$ cat config.mk
export PLATFORM = sky130hd
export DESIGN_NAME = md5_stream_hasher
export DESIGN_NICKNAME = d
export VERILOG_FILES = /design/src/md5_pkg.sv /design/src/md5_stream_hasher.sv /design/src/md5_ram.sv /design/src/md5_front.sv /design/src/md5_core.sv
export SDC_FILE = /design/constraint.sdc
export NUM_CORES = 2
export LEC_CHECK = 0
export BUFFER_PORTS_ARGS = -buffer_cell sky130_fd_sc_hd__buf_2
export CORE_MARGIN = 10
export CORE_UTILIZATION = 50
export CTS_BUF_LIST = sky130_fd_sc_hd__clkbuf_8 sky130_fd_sc_hd__clkbuf_16
export DETAILED_ROUTE_END_ITERATION = 6
export PLACE_DENSITY = 0.77
export SYNTH_ARGS = -nofsm -noshare
export SYNTH_HDL_FRONTEND = slang
export SYNTH_HIERARCHICAL = 1
export SYNTH_SLANG_ARGS = --single-unit
export TNS_END_PERCENT = 100
$ cat constraint.sdc
create_clock -name aclk -period 8.9 [get_ports aclk]
set_input_delay 0.445 -clock aclk [delete_from_list [all_inputs] [get_ports aclk]]
set_output_delay 0.445 -clock aclk [all_outputs]
set_load 0.01 [all_outputs]
$ cat src/md5_pkg.sv
// Shared types, constants and round functions for the MD5 stream hasher.
// Used by md5_front, md5_core and md5_stream_hasher; depends on nothing.
package md5_pkg;

    localparam int QUEUE_DEPTH_DEF = 2;

    localparam logic [31:0] INIT_A = 32'h67452301;
    localparam logic [31:0] INIT_B = 32'hefcdab89;
    localparam logic [31:0] INIT_C = 32'h98badcfe;
    localparam logic [31:0] INIT_D = 32'h10325476;

    localparam logic [7:0] PAD_BYTE = 8'h80;
    localparam logic [3:0] LEN_LO_WORD = 4'd14;
    localparam logic [3:0] LEN_HI_WORD = 4'd15;
    localparam logic [5:0] LAST_ROUND = 6'd63;

    typedef struct packed {
        logic [7:0] data_byte;
        logic       byte_valid;
        logic       last;
    } item_t;

    typedef enum logic [6:0] {
        S_IDLE  = 7'b0000001,
        S_PAD   = 7'b0000010,
        S_CINIT = 7'b0000100,
        S_ROUND = 7'b0001000,
        S_ADD   = 7'b0010000,
        S_EMIT0 = 7'b0100000,
        S_EMIT1 = 7'b1000000
    } core_state_t;

    function automatic logic [31:0] round_k(input logic [5:0] r);
        logic [31:0] k;
        case (r)
            6'd0:  k = 32'hd76aa478;  6'd1:  k = 32'he8c7b756;
            6'd2:  k = 32'h242070db;  6'd3:  k = 32'hc1bdceee;
            6'd4:  k = 32'hf57c0faf;  6'd5:  k = 32'h4787c62a;
            6'd6:  k = 32'ha8304613;  6'd7:  k = 32'hfd469501;
            6'd8:  k = 32'h698098d8;  6'd9:  k = 32'h8b44f7af;
            6'd10: k = 32'hffff5bb1;  6'd11: k = 32'h895cd7be;
            6'd12: k = 32'h6b901122;  6'd13: k = 32'hfd987193;
            6'd14: k = 32'ha679438e;  6'd15: k = 32'h49b40821;
            6'd16: k = 32'hf61e2562;  6'd17: k = 32'hc040b340;
            6'd18: k = 32'h265e5a51;  6'd19: k = 32'he9b6c7aa;
            6'd20: k = 32'hd62f105d;  6'd21: k = 32'h02441453;
            6'd22: k = 32'hd8a1e681;  6'd23: k = 32'he7d3fbc8;
            6'd24: k = 32'h21e1cde6;  6'd25: k = 32'hc33707d6;
            6'd26: k = 32'hf4d50d87;  6'd27: k = 32'h455a14ed;
            6'd28: k = 32'ha9e3e905;  6'd29: k = 32'hfcefa3f8;
            6'd30: k = 32'h676f02d9;  6'd31: k = 32'h8d2a4c8a;
            6'd32: k = 32'hfffa3942;  6'd33: k = 32'h8771f681;
            6'd34: k = 32'h6d9d6122;  6'd35: k = 32'hfde5380c;
            6'd36: k = 32'ha4beea44;  6'd37: k = 32'h4bdecfa9;
            6'd38: k = 32'hf6bb4b60;  6'd39: k = 32'hbebfbc70;
            6'd40: k = 32'h289b7ec6;  6'd41: k = 32'heaa127fa;
            6'd42: k = 32'hd4ef3085;  6'd43: k = 32'h04881d05;
            6'd44: k = 32'hd9d4d039;  6'd45: k = 32'he6db99e5;
            6'd46: k = 32'h1fa27cf8;  6'd47: k = 32'hc4ac5665;
            6'd48: k = 32'hf4292244;  6'd49: k = 32'h432aff97;
            6'd50: k = 32'hab9423a7;  6'd51: k = 32'hfc93a039;
            6'd52: k = 32'h655b59c3;  6'd53: k = 32'h8f0ccc92;
            6'd54: k = 32'hffeff47d;  6'd55: k = 32'h85845dd1;
            6'd56: k = 32'h6fa87e4f;  6'd57: k = 32'hfe2ce6e0;
            6'd58: k = 32'ha3014314;  6'd59: k = 32'h4e0811a1;
            6'd60: k = 32'hf7537e82;  6'd61: k = 32'hbd3af235;
            6'd62: k = 32'h2ad7d2bb;  6'd63: k = 32'heb86d391;
            default: k = 32'h0;
        endcase
        return k;
    endfunction

    function automatic logic [4:0] rot_amount(input logic [5:0] r);
        logic [4:0] s;
        case ({r[5:4], r[1:0]})
            4'd0:  s = 5'd7;   4'd1:  s = 5'd12;  4'd2:  s = 5'd17;  4'd3:  s = 5'd22;
            4'd4:  s = 5'd5;   4'd5:  s = 5'd9;   4'd6:  s = 5'd14;  4'd7:  s = 5'd20;
            4'd8:  s = 5'd4;   4'd9:  s = 5'd11;  4'd10: s = 5'd16;  4'd11: s = 5'd23;
            4'd12: s = 5'd6;   4'd13: s = 5'd10;  4'd14: s = 5'd15;  4'd15: s = 5'd21;
            default: s = 5'd0;
        endcase
        return s;
    endfunction

    function automatic logic [3:0] msg_index(input logic [5:0] r);
        logic [3:0] i4;
        logic [3:0] g;
        i4 = r[3:0];
        case (r[5:4])
            2'd0: g = i4;
            2'd1: g = i4 * 4'd5 + 4'd1;
            2'd2: g = i4 * 4'd3 + 4'd5;
            2'd3: g = i4 * 4'd7;
            default: g = i4;
        endcase
        return g;
    endfunction

    function automatic logic [31:0] round_f(input logic [1:0] grp, input logic [31:0] b,
                                            input logic [31:0] c, input logic [31:0] d);
        logic [31:0] f;
        case (grp)
            2'd0: f = (b & c) | (~b & d);
            2'd1: f = (d & b) | (~d & c);
            2'd2: f = b ^ c ^ d;
            2'd3: f = c ^ (b | ~d);
            default: f = 32'h0;
        endcase
        return f;
    endfunction

endpackage

$ cat src/md5_stream_hasher.sv
// Top level of the MD5 stream hasher: front queue plus hashing back end.
// Depends on md5_pkg, md5_front, md5_core (and md5_ram inside md5_core).
//
//   channel | direction | handshake         | payload
//   s_      | in        | s_valid, s_ready  | s_data_byte[7:0], s_byte_valid, s_last
//   m_      | out       | m_valid, m_ready  | m_digest_half[63:0], m_final_half
//
// Each byte item is packed into the block RAM; the 64th byte of a block also starts
// the compression (one round per cycle, message words read from the block RAM).
// A closing item adds up to 16 padding writes and a compression, or twice that when
// the padding spills into a second block, and then one output per digest half.
// Reset is synchronous on aresetn and restores the initial chaining words and counts.
// The input queue (QUEUE_DEPTH entries, two by default) accepts items while the back end
// compresses or m_ready is low, and s_ready drops once all entries are taken.
module md5_stream_hasher #(
    parameter int QUEUE_DEPTH = md5_pkg::QUEUE_DEPTH_DEF
) (
    input  logic        aclk,
    input  logic        aresetn,
    input  logic        s_valid,
    output logic        s_ready,
    input  logic [7:0]  s_data_byte,
    input  logic        s_byte_valid,
    input  logic        s_last,
    output logic        m_valid,
    input  logic        m_ready,
    output logic [63:0] m_digest_half,
    output logic        m_final_half
);
    import md5_pkg::*;

    item_t s_item;
    item_t q_item;
    logic  q_valid;
    logic  q_ready;

    assign s_item.data_byte  = s_data_byte;
    assign s_item.byte_valid = s_byte_valid;
    assign s_item.last       = s_last;

    md5_front #(
        .QUEUE_DEPTH(QUEUE_DEPTH)
    ) u_front (
        .aclk   (aclk),
        .aresetn(aresetn),
        .s_valid(s_valid),
        .s_ready(s_ready),
        .s_item (s_item),
        .q_valid(q_valid),
        .q_ready(q_ready),
        .q_item (q_item)
    );

    md5_core u_core (
        .aclk         (aclk),
        .aresetn      (aresetn),
        .q_valid      (q_valid),
        .q_ready      (q_ready),
        .q_item       (q_item),
        .m_valid      (m_valid),
        .m_ready      (m_ready),
        .m_digest_half(m_digest_half),
        .m_final_half (m_final_half)
    );

endmodule

$ cat src/md5_ram.sv
// Generic single-write, single-read RAM with a registered read port.
// No dependencies; holds the message block as 32-bit words in md5_core.
module md5_ram #(
    parameter int WIDTH = 32,
    parameter int DEPTH = 16
) (
    input  logic                     aclk,
    input  logic                     wr_en,
    input  logic [$clog2(DEPTH)-1:0] wr_addr,
    input  logic [WIDTH-1:0]         wr_data,
    input  logic [$clog2(DEPTH)-1:0] rd_addr,
    output logic [WIDTH-1:0]         rd_data
);

    logic [WIDTH-1:0] mem_reg [DEPTH];
    logic [WIDTH-1:0] rd_data_reg;

    always_ff @(posedge aclk) begin
        if (wr_en) begin
            mem_reg[wr_addr] <= wr_data;
        end
        rd_data_reg <= mem_reg[rd_addr];
    end

    assign rd_data = rd_data_reg;

endmodule

$ cat src/md5_front.sv
// Front end: accepts input items, drops items that carry neither a byte nor an end,
// and queues the rest for the back end. Depends on md5_pkg.
module md5_front #(
    parameter int QUEUE_DEPTH = md5_pkg::QUEUE_DEPTH_DEF
) (
    input  logic           aclk,
    input  logic           aresetn,
    input  logic           s_valid,
    output logic           s_ready,
    input  md5_pkg::item_t s_item,
    output logic           q_valid,
    input  logic           q_ready,
    output md5_pkg::item_t q_item
);
    import md5_pkg::*;

    localparam int PTR_W = $clog2(QUEUE_DEPTH);
    localparam int CNT_W = $clog2(QUEUE_DEPTH + 1);
    localparam logic [PTR_W-1:0] PTR_LAST = PTR_W'(QUEUE_DEPTH - 1);
    localparam logic [CNT_W-1:0] CNT_FULL = CNT_W'(QUEUE_DEPTH);

    item_t            entry_reg [QUEUE_DEPTH];
    logic [PTR_W-1:0] wr_ptr_reg, wr_ptr_next;
    logic [PTR_W-1:0] rd_ptr_reg, rd_ptr_next;
    logic [CNT_W-1:0] count_reg, count_next;
    logic             push;
    logic             pop;

    assign s_ready = (count_reg != CNT_FULL);
    assign push    = s_valid && s_ready && (s_item.byte_valid || s_item.last);
    assign q_valid = (count_reg != '0);
    assign pop     = q_valid && q_ready;
    assign q_item  = entry_reg[rd_ptr_reg];

    always_comb begin
        wr_ptr_next = wr_ptr_reg;
        rd_ptr_next = rd_ptr_reg;
        count_next  = count_reg;
        if (push) begin
            wr_ptr_next = (wr_ptr_reg == PTR_LAST) ? '0 : wr_ptr_reg + 1'b1;
        end
        if (pop) begin
            rd_ptr_next = (rd_ptr_reg == PTR_LAST) ? '0 : rd_ptr_reg + 1'b1;
        end
        if (push && !pop) begin
            count_next = count_reg + 1'b1;
        end else if (pop && !push) begin
            count_next = count_reg - 1'b1;
        end
    end

    always_ff @(posedge aclk) begin
        if (!aresetn) begin
            wr_ptr_reg <= '0;
            rd_ptr_reg <= '0;
            count_reg  <= '0;
        end else begin
            wr_ptr_reg <= wr_ptr_next;
            rd_ptr_reg <= rd_ptr_next;
            count_reg  <= count_next;
        end
    end

    always_ff @(posedge aclk) begin
        if (push) begin
            entry_reg[wr_ptr_reg] <= s_item;
        end
    end

endmodule

$ cat src/md5_core.sv
// Back end: packs bytes into the block RAM, pads, runs one MD5 round per cycle
// and delivers the digest through an output register. Depends on md5_pkg, md5_ram.
module md5_core (
    input  logic           aclk,
    input  logic           aresetn,
    input  logic           q_valid,
    output logic           q_ready,
    input  md5_pkg::item_t q_item,
    output logic           m_valid,
    input  logic           m_ready,
    output logic [63:0]    m_digest_half,
    output logic           m_final_half
);
    import md5_pkg::*;

    core_state_t state_reg, state_next;
    logic [31:0] chain_reg [4];
    logic [31:0] chain_next [4];
    logic [63:0] count_reg, count_next;
    logic [5:0]  fill_reg, fill_next;
    logic [3:0]  wptr_reg, wptr_next;
    logic        mark_reg, mark_next;
    logic        spill_reg, spill_next;
    logic        in_pad_reg, in_pad_next;
    logic        pend_reg, pend_next;
    logic [5:0]  round_reg, round_next;
    logic        out_valid_reg, out_valid_next;

    logic [31:0] word_reg, word_next;
    logic [31:0] a_reg, a_next, b_reg, b_next, c_reg, c_next, d_reg, d_next;
    logic [63:0] out_data_reg, out_data_next;
    logic        out_final_reg, out_final_next;

    logic        ram_we;
    logic [3:0]  ram_wa;
    logic [31:0] ram_wd;
    logic [3:0]  ram_ra;
    logic [31:0] ram_rd;

    logic [31:0] word_upd;
    logic [31:0] partial_word;
    logic [31:0] pad_word;
    logic [5:0]  fill_new;
    logic [31:0] round_sum;
    logic [63:0] rot_wide;
    logic        out_free;

    md5_ram #(
        .WIDTH(32),
        .DEPTH(16)
    ) u_block_ram (
        .aclk   (aclk),
        .wr_en  (ram_we),
        .wr_addr(ram_wa),
        .wr_data(ram_wd),
        .rd_addr(ram_ra),
        .rd_data(ram_rd)
    );

    always_comb begin
        for (int j = 0; j < 4; j++) begin
            word_upd[8*j +: 8] = (fill_reg[1:0] == 2'(j)) ? q_item.data_byte
                                                          : word_reg[8*j +: 8];
            if (2'(j) < fill_reg[1:0]) begin
                partial_word[8*j +: 8] = word_reg[8*j +: 8];
            end else if (2'(j) == fill_reg[1:0]) begin
                partial_word[8*j +: 8] = PAD_BYTE;
            end else begin
                partial_word[8*j +: 8] = 8'h00;
            end
        end
    end

    always_comb begin
        if (mark_reg) begin
            pad_word = partial_word;
        end else if (!spill_reg && wptr_reg == LEN_LO_WORD) begin
            pad_word = count_reg[31:0];
        end else if (!spill_reg && wptr_reg == LEN_HI_WORD) begin
            pad_word = count_reg[63:32];
        end else begin
            pad_word = 32'h0;
        end
    end

    assign fill_new  = q_item.byte_valid ? fill_reg + 6'd1 : fill_reg;
    assign round_sum = a_reg + round_f(round_reg[5:4], b_reg, c_reg, d_reg)
                     + round_k(round_reg) + ram_rd;
    assign rot_wide  = {round_sum, round_sum} << rot_amount(round_reg);
    assign out_free  = !out_valid_reg || m_ready;

    always_comb begin
        state_next     = state_reg;
        chain_next     = chain_reg;
        count_next     = count_reg;
        fill_next      = fill_reg;
        wptr_next      = wptr_reg;
        mark_next      = mark_reg;
        spill_next     = spill_reg;
        in_pad_next    = in_pad_reg;
        pend_next      = pend_reg;
        round_next     = round_reg;
        word_next      = word_reg;
        a_next         = a_reg;
        b_next         = b_reg;
        c_next         = c_reg;
        d_next         = d_reg;
        out_valid_next = out_valid_reg && !m_ready;
        out_data_next  = out_data_reg;
        out_final_next = out_final_reg;
        q_ready        = 1'b0;
        ram_we         = 1'b0;
        ram_wa         = '0;
        ram_wd         = '0;
        ram_ra         = '0;

        case (state_reg)
            S_IDLE: begin
                q_ready = 1'b1;
                if (q_valid) begin
                    if (q_item.byte_valid) begin
                        word_next  = word_upd;
                        fill_next  = fill_new;
                        count_next = count_reg + 64'd8;
                        if (fill_reg[1:0] == 2'd3) begin
                            ram_we = 1'b1;
                            ram_wa = fill_reg[5:2];
                            ram_wd = word_upd;
                        end
                    end
                    if (q_item.last) begin
                        wptr_next  = fill_new[5:2];
                        spill_next = (fill_new[5:3] == 3'd7);
                        mark_next  = 1'b1;
                    end
                    if (q_item.byte_valid && fill_new == 6'd0) begin
                        pend_next  = q_item.last;
                        state_next = S_CINIT;
                    end else if (q_item.last) begin
                        in_pad_next = 1'b1;
                        state_next  = S_PAD;
                    end
                end
            end
            S_PAD: begin
                ram_we    = 1'b1;
                ram_wa    = wptr_reg;
                ram_wd    = pad_word;
                mark_next = 1'b0;
                wptr_next = wptr_reg + 4'd1;
                if (wptr_reg == LEN_HI_WORD) begin
                    state_next = S_CINIT;
                end
            end
            S_CINIT: begin
                a_next     = chain_reg[0];
                b_next     = chain_reg[1];
                c_next     = chain_reg[2];
                d_next     = chain_reg[3];
                round_next = '0;
                ram_ra     = msg_index(6'd0);
                state_next = S_ROUND;
            end
            S_ROUND: begin
                a_next     = d_reg;
                d_next     = c_reg;
                c_next     = b_reg;
                b_next     = b_reg + rot_wide[63:32];
                round_next = round_reg + 6'd1;
                ram_ra     = msg_index(round_reg + 6'd1);
                if (round_reg == LAST_ROUND) begin
                    state_next = S_ADD;
                end
            end
            S_ADD: begin
                chain_next[0] = chain_reg[0] + a_reg;
                chain_next[1] = chain_reg[1] + b_reg;
                chain_next[2] = chain_reg[2] + c_reg;
                chain_next[3] = chain_reg[3] + d_reg;
                if (in_pad_reg && spill_reg) begin
                    spill_next = 1'b0;
                    wptr_next  = '0;
                    state_next = S_PAD;
                end else if (in_pad_reg) begin
                    state_next = S_EMIT0;
                end else if (pend_reg) begin
                    pend_next   = 1'b0;
                    in_pad_next = 1'b1;
                    state_next  = S_PAD;
                end else begin
                    state_next = S_IDLE;
                end
            end
            S_EMIT0: begin
                if (out_free) begin
                    out_valid_next = 1'b1;
                    out_data_next  = {chain_reg[1], chain_reg[0]};
                    out_final_next = 1'b0;
                    state_next     = S_EMIT1;
                end
            end
            S_EMIT1: begin
                if (out_free) begin
                    out_valid_next = 1'b1;
                    out_data_next  = {chain_reg[3], chain_reg[2]};
                    out_final_next = 1'b1;
                    chain_next[0]  = INIT_A;
                    chain_next[1]  = INIT_B;
                    chain_next[2]  = INIT_C;
                    chain_next[3]  = INIT_D;
                    count_next     = '0;
                    fill_next      = '0;
                    in_pad_next    = 1'b0;
                    pend_next      = 1'b0;
                    state_next     = S_IDLE;
                end
            end
            default: begin
                state_next = S_IDLE;
            end
        endcase
    end

    always_ff @(posedge aclk) begin
        if (!aresetn) begin
            state_reg     <= S_IDLE;
            chain_reg[0]  <= INIT_A;
            chain_reg[1]  <= INIT_B;
            chain_reg[2]  <= INIT_C;
            chain_reg[3]  <= INIT_D;
            count_reg     <= '0;
            fill_reg      <= '0;
            wptr_reg      <= '0;
            mark_reg      <= 1'b0;
            spill_reg     <= 1'b0;
            in_pad_reg    <= 1'b0;
            pend_reg      <= 1'b0;
            round_reg     <= '0;
            out_valid_reg <= 1'b0;
        end else begin
            state_reg     <= state_next;
            chain_reg     <= chain_next;
            count_reg     <= count_next;
            fill_reg      <= fill_next;
            wptr_reg      <= wptr_next;
            mark_reg      <= mark_next;
            spill_reg     <= spill_next;
            in_pad_reg    <= in_pad_next;
            pend_reg      <= pend_next;
            round_reg     <= round_next;
            out_valid_reg <= out_valid_next;
        end
    end

    always_ff @(posedge aclk) begin
        word_reg      <= word_next;
        a_reg         <= a_next;
        b_reg         <= b_next;
        c_reg         <= c_next;
        d_reg         <= d_next;
        out_data_reg  <= out_data_next;
        out_final_reg <= out_final_next;
    end

    assign m_valid       = out_valid_reg;
    assign m_digest_half = out_data_reg;
    assign m_final_half  = out_final_reg;

endmodule

Word-level counts from Yosys, hierarchy flattened --
Memories as Yosys holds them, arrays and structs flattened. A register that Yosys moved wholly into a read port is not among the register bits. Cells that the tools add are included.
Word-level totals: output and inout bits 67, memories kept 4, word-level logic and storage cells 247, register bits 449, bits in read-only memories 2128, RAM bits 532
Memory list:
- (no name shown) | words 64, bits a word 32, rd ports 1, clocked after Yosys merged registers in 1, write ports 0, line md5_pkg.sv:35 | case (r)
- u_core.u_block_ram.mem_reg | words 16, bits a word 32, rd ports 1, clocked after Yosys merged registers in 1, write ports 1, line md5_ram.sv:15 | logic [WIDTH-1:0] mem_reg [DEPTH];
- (no name shown) | words 16, bits a word 5, rd ports 1, clocked after Yosys merged registers in 1, write ports 0, line md5_pkg.sv:75 | case ({r[5:4], r[1:0]})
- u_front.entry_reg | words 2, bits a word 10, rd ports 1, clocked after Yosys merged registers in 1, write ports 1, line md5_front.sv:22 | item_t entry_reg [QUEUE_DEPTH];
Cells by class: bitwise operators 12, reductions and logical operators 42, equal/unequal tests 37, multiplexer cells 102, multiply operators 3, order comparisons 4, $add $sub $neg 18, shifts and indexed selects 1
Operators by type and width (number):
- two-way mux 64 bit | 5
- case mux 32 bit (2 select lines) | 5
- adder 32 bit | 8
- case mux 128 bit (2 select lines) | 1
- case mux 64 bit (2 select lines) | 2
- two-way mux 32 bit | 6
- AND 32 bit | 4
- two-way mux 128 bit | 1
- case mux 32 bit (4 select lines) | 1
- two-way mux 8 bit | 12
- OR 32 bit | 3
- XOR 32 bit | 3
- adder 64 x 4 -> 64 bit, second input constant | 1
- NOT 32 bit | 2
- left shift 64 x 5 -> 64 bit | 1
- two-way mux 7 bit | 9
- case mux 7 bit (7 select lines) | 1
- two-way mux 4 bit | 9
- two-way mux 6 bit | 6
- two-way mux 1 bit | 30
- case mux 6 bit (2 select lines) | 2
- AND reduction 6 bit | 3
- != test 2 x 1 -> 1 bit, second input constant | 8
- case mux 4 bit (4 select lines) | 1
- other kinds (42) | 95

Depth between registers and ports, before layout --
word-level depth 10, depth in mapped cells 39, depth with buffers taken out 37

Modules after synthesis --
Netlist, hierarchy kept.
Modules (own cells, without submodules):
- md5_core | area each 37468.4 µm², times used 1, sequential area each 11601.1 µm², cells an instance 4737
- md5_ram | area each 19835.3 µm², times used 1, sequential area each 16015.4 µm², cells an instance 838
- md5_front | area each 955.9 µm², times used 1, sequential area each 700.7 µm², cells an instance 57

Worst setup path after synthesis --
Ideal clock, no wire load.
path type register to register, start point reg u_core.round_reg[4], end point reg u_core.b_reg[28], data pin, path buffers 3, setup slack -0.138 ns, period minus slack after synthesis 9.038 ns, stages on the path, launching flop included 39, required time 8.633 ns, arrival 8.771 ns, path through dfxtp_1 > clkbuf_1 > clkbuf_1 > clkbuf_1 > nor2_1 > nand2_1 > nand2_1 > a32oi_1 > o21ai_0 > fa_1 > fa_1 > inv_1 > ha_1 > fa_1 > a211oi_1 > nor3_1 > nor2_1 > o211ai_2 > [... 3 more ...] > mux4_2 > mux2_2 > mux2_2 > o21a_1 > ha_1 > fa_1 > a21oi_1 > o21ai_0 > a21oi_1 > nor2b_1 > o21a_1 > o41ai_1 > o21ai_0 > o221ai_1 > o21ai_0 > a31oi_1 > xor2_1 > o21ai_0
On the way: word-level cells in the longest chain between the ends 8, elaborated cells between the ends (all ways) 11, classes of those cells add/sub (4); eq/ne (3); shift (1); mux (2); reduce/logical (1)
Ends and longest elaborated chain:
- start, declared | line md5_core.sv:26 | logic [5:0] round_reg, round_next;
- start signal, assigned | line md5_core.sv:250 | round_reg <= round_next;
- == test 2 bit, or another cell as far along | line md5_pkg.sv:102 | case (grp)
- case mux 32 bit (4 select lines) (*) | line md5_pkg.sv:102
- adder 32 bit (*) | line md5_core.sv:87 | assign round_sum = a_reg + round_f(round_reg[5:4], b_reg, c_reg, d_reg)
- adder 32 bit (*) (2 in a row) | line md5_core.sv:88 | + round_k(round_reg) + ram_rd;
- left shift 64 x 5 -> 64 bit (*) | line md5_core.sv:89 | assign rot_wide = {round_sum, round_sum} << rot_amount(round_reg);
- adder 32 bit (*) | line md5_core.sv:168 | b_next = b_reg + rot_wide[63:32];
- case mux 32 bit (2 select lines) (*) | line md5_core.sv:117 | case (state_reg)
- net u_core.b_next[28] | line md5_core.sv:30 | logic [31:0] a_reg, a_next, b_reg, b_next, c_reg, c_next, d_reg, d_next;
- end signal, assigned | line md5_core.sv:258 | b_reg <= b_next;
- end, declared | line md5_core.sv:30
The timed path passes the listed nets; every way through them passes the cells marked *. A chain may end at the register's enable or synchronous reset.

Worst setup path in the final report --
start point reg u_core.round_reg[4], end point reg u_core.b_reg[31], data pin
The elaborated chain is that of the path after synthesis.

==> impl_metrics.csv <==
group,metric,value,unit
drt,wl_per_cell,25.1,um
sta,fin_crit,8.67,ns
pwr,p_int,8430,uW
sta,max-slew-margin-rel,0.198,
pwr,power.leakage,0.0247,uW
pwr,power_switching,2950,uW
sta,fmax,115,MHz
place,dp_hpwl,119000,um
synthesis,synth_warnings,6,
synthesis,mappedNetlistNets,5935,
clock_tree,clkSinkCount,1040,
floorplanning,rows,125,
outcome,violations,"design-rule violations",
worst_setup_path,worstSetupPathType,"reg -> reg",
synthesis,synth_area_leaders,"edfxtp_1, dfxtp_1, nand2_1",
finish,fin_area,65000,um^2
global_routing,grt_max_degree,158,
synthesis,synth_top_area_frac,0.386,
place,place.gp.congestion,1.00,
pwr,irDropWorstVdd,0.209,mV
clock_tree,clkTransAtPathRegs,0.06,ns
global_routing,grt_pass1_vias,45000,
pwr,p_total,11400,uW
pwr,seqPwrFrac,0.467,
worst_setup_path,start_kind,"flip-flop",
global_routing,grt.overflow.total,0,
pwr,power.density,175,nW/um^2
worst_setup_path,path_delay_family,"compound AO/OA/AOI/OAI gates",
clock_tree,clock_latency,0.76,ns
synthesis,synth-edff-count,749,
floorplanning,chipWidth,361,um
floorplanning,core,116000,um^2
drt,drtAntennaViolNets,0,
synthesis,ys_types,99,
pwr,combinationalPowerShare,0.129,
sta,tightest_slew,1.20,ns
sta,finalHoldViolations,0,
worst_setup_path,max_stage_delay,0.56,ns
synthesis,ys_seq_area_frac,0.486,
outcome,status,"complete, but fails checks",
finish,finish.net_count,6003,
floorplanning,die_h,361,um
drt,num_vias,46900,
synthesis,yosys_register_bits,1040,
finish,largest_reg_flops,512,
finish,drive_gt1_frac,0.130,
global_routing,antenna_found_initial,3,
worst_setup_path,critical_path.max_fanout,13,
sta,setup-violations-final,0,
sta,finalCritPeriodShare,0.975,
floorplanning,start_util,0.503,
drt,vias_per_cell,6.41,
clock_tree,root_buffer,"clkbuf_16",
synthesis,synth_area_per_cell,10.3,um^2
drt,dr.first_iter.drc_count,6394,
clock_tree,cts_buffer_depth,3,
min_path,hold_path.class,"in -> reg",
place,post-place-ws,-0.0269,ns
worst_setup_path,slowest_stage,"fa_1",
pwr,pwr-share-clk,0.404,
worst_setup_path,cp-end-kind,"flip-flop",
clock_tree,cts_made_buffers,101,
global_routing,grt_usage,0.270,
worst_setup_path,path_buf_inv,3,
sta,fin_skew,0.104,ns
drt,drtPass1Iterations,7,
synthesis,syn_inst,5632,
drt,wirelength,184000,um
worst_setup_path,crit_required,9.33,ns
synthesis,synth-main-ff-cell,"edfxtp_1",
synthesis,syn_area,58300,um^2
floorplanning,die-area,131000,um^2
pwr,switching_share,0.259,
sta,slew_viol_final,0,
sta,fin_ws,0.225,ns
worst_setup_path,cp_common_cell,"o21ai_1",
clock_tree,cts_tree,"built",
synthesis,yosys.area.top_type,"edfxtp_1",
place,io_buffer_count,80,
synthesis,synth_async_sr_flop_share,0,
finish,syn_to_final_growth,11.5,%
global_routing,grt_pass1_wl,275000,um
floorplanning,ios,81,
clock_tree,htreeDepth,3,
sta,grt_setup_unrepaired,"yes",
worst_setup_path,crit_arrival,9.11,ns
drt,drc,3,
job,maxCapViolations,0,
place,placed_cell_area,60900,um^2
-- power by group through the flow --
| stage | registers (uW) | clock network (uW) | logic (uW) |
|---|---|---|---|
| 3_5_place_dp | 5410 | 0 | 1380 |
| 3_3_place_gp | 5410 | 0 | 1350 |
| 5_1_grt | 5320 | 4820 | 1580 |
| 4_1_cts | 5310 | 4640 | 1400 |
| 6_report | 5310 | 4600 | 1470 |
| 2_1_floorplan | 5390 | 0 | 1000 |
-- layout make-up --
type | instances | area [um^2]
inverters | 273 | 1030
clock buffers | 114 | 2710
diodes | 1 | 2.50
well taps | 1524 | 1910
flip-flops and latches | 1040 | 28300
fillers | 9456 | 50900
multi-input cells | 4005 | 28000
clock inverters | 78 | 907
repair buffers | 279 | 2100
-- worst register-to-register path: cells and delay by family (launching register included) --
family / cells / cell delay [ns]
DFF: 1 / 0.39
adders and majority gates: 4 / 1.82
AOI/OAI and AO/OA: 17 / 3.75
buffers and inverters: 3 / 0.36
xor gates and xnor gates: 1 / 0.09
and+or+nand+nor: 5 / 0.77
muxes: 4 / 1.29
-- layout by cell type (no fill, tap or decap), drive strengths merged, types with 38 or more instances in the layout --
master | Yosys | routed
fa | 68 | 68
mux2i | 50 | 50
xor2 | 106 | 106
nor3 | 151 | 151
buf | 71 | 266
nand2 | 908 | 908
clkbuf | 243 | 117
o21ai | 341 | 341
xnor2 | 159 | 159
a21o | 103 | 103
a21oi | 392 | 392
a31oi | 38 | 38
nor2 | 387 | 387
dfxtp | 291 | 291
a22oi | 103 | 103
ha | 221 | 221
nand3 | 103 | 103
mux4 | 144 | 144
inv | 270 | 294
o22ai | 68 | 68
edfxtp | 749 | 749
a221oi | 50 | 50
mux2 | 56 | 56
-- per-layer routing --
metal,GRT usage,wire length (um),vias up
met1,0.335,66500,22400
met4,0.140,11100,2
li1,-,-,20700
met5,0,13,-
met3,0.0478,18800,616
met2,0.451,87400,3058
-- final timing paths --
| kind | from | end | slack (ns) | depth (start not counted) |
|---|---|---|---|---|
| worst min register to register | u_core/chain_reg[25]$_SDFFE_PN0P_ | u_core/chain_reg[25]$_SDFFE_PN0P_ | 0.50 | 2 |
| worst max register to register | u_core/round_reg[4]$_SDFFE_PN0N_ | u_core/b_reg[31]$_DFFE_PN_ | 0.23 | 34 |
| worst max-delay path | u_core/round_reg[4]$_SDFFE_PN0N_ | u_core/b_reg[31]$_DFFE_PN_ | 0.23 | 34 |
| worst min-delay path | s_valid | u_front/wr_ptr_reg$_SDFFE_PN0P_ | 0.22 | 4 |
-- repair_timing --
action                                  4_1_cts  5_1_grt
resized for setup                             1       55
cloned                                        0        3
pin swaps                                     0       12
hold buffers                                 10        0
buffers inserted                              0        4
endpoints found under the setup margin        2       15
endpoints found under the hold margin        20        0
-- per-stage QoR --
step                       util  cells  TNS [ns]  hold slack (ns)
final                     0.561   7314         0            0.224
after global routing      0.561   7313    -0.125            0.231
after CTS                 0.557   7306         0            0.198
after detailed placement  0.525   7104   -0.0317            0.487
after global placement    0.525   7104         0            0.464
after floorplan               -   5632         0            0.452
-- cells by family after synthesis --
kind of cell | after synthesis | synth area share
buffers and inverters | 587 | 0.0409
DFF | 1040 | 0.486
xor gates and xnor gates | 265 | 0.0398
muxes | 250 | 0.0751
and+or+nand+nor | 1793 | 0.133
adders and majority gates | 290 | 0.0710
AOI/OAI and AO/OA | 1407 | 0.154
-- Yosys cell counts (10+ instances only) --
master	instances
xor2_1	106
o221ai_1	16
nand3b_1	10
buf_1	49
ha_1	221
o22ai_1	68
nand3_1	103
dfxtp_1	291
a211oi_1	25
o211ai_1	35
mux2i_1	50
a311oi_1	11
a21o_1	101
o21ai_0	335
xnor2_1	159
inv_1	265
mux2_2	56
a221o_1	13
a31oi_1	38
nand4_1	35
mux4_2	144
a221oi_1	50
clkbuf_8	12
a22o_1	22
edfxtp_1	749
nor3_1	150
and2_1	15
a21oi_1	392
o21bai_1	21
nand2b_1	34
nor2_1	387
o31ai_1	21
nand2_1	907
a22oi_1	103
or2_2	12
buf_2	11
nor2b_1	29
clkbuf_1	229
o21a_1	35
or3_1	35
fa_1	68
buf_4	10
and3_1	33
Power figures use the tool's default switching activity.
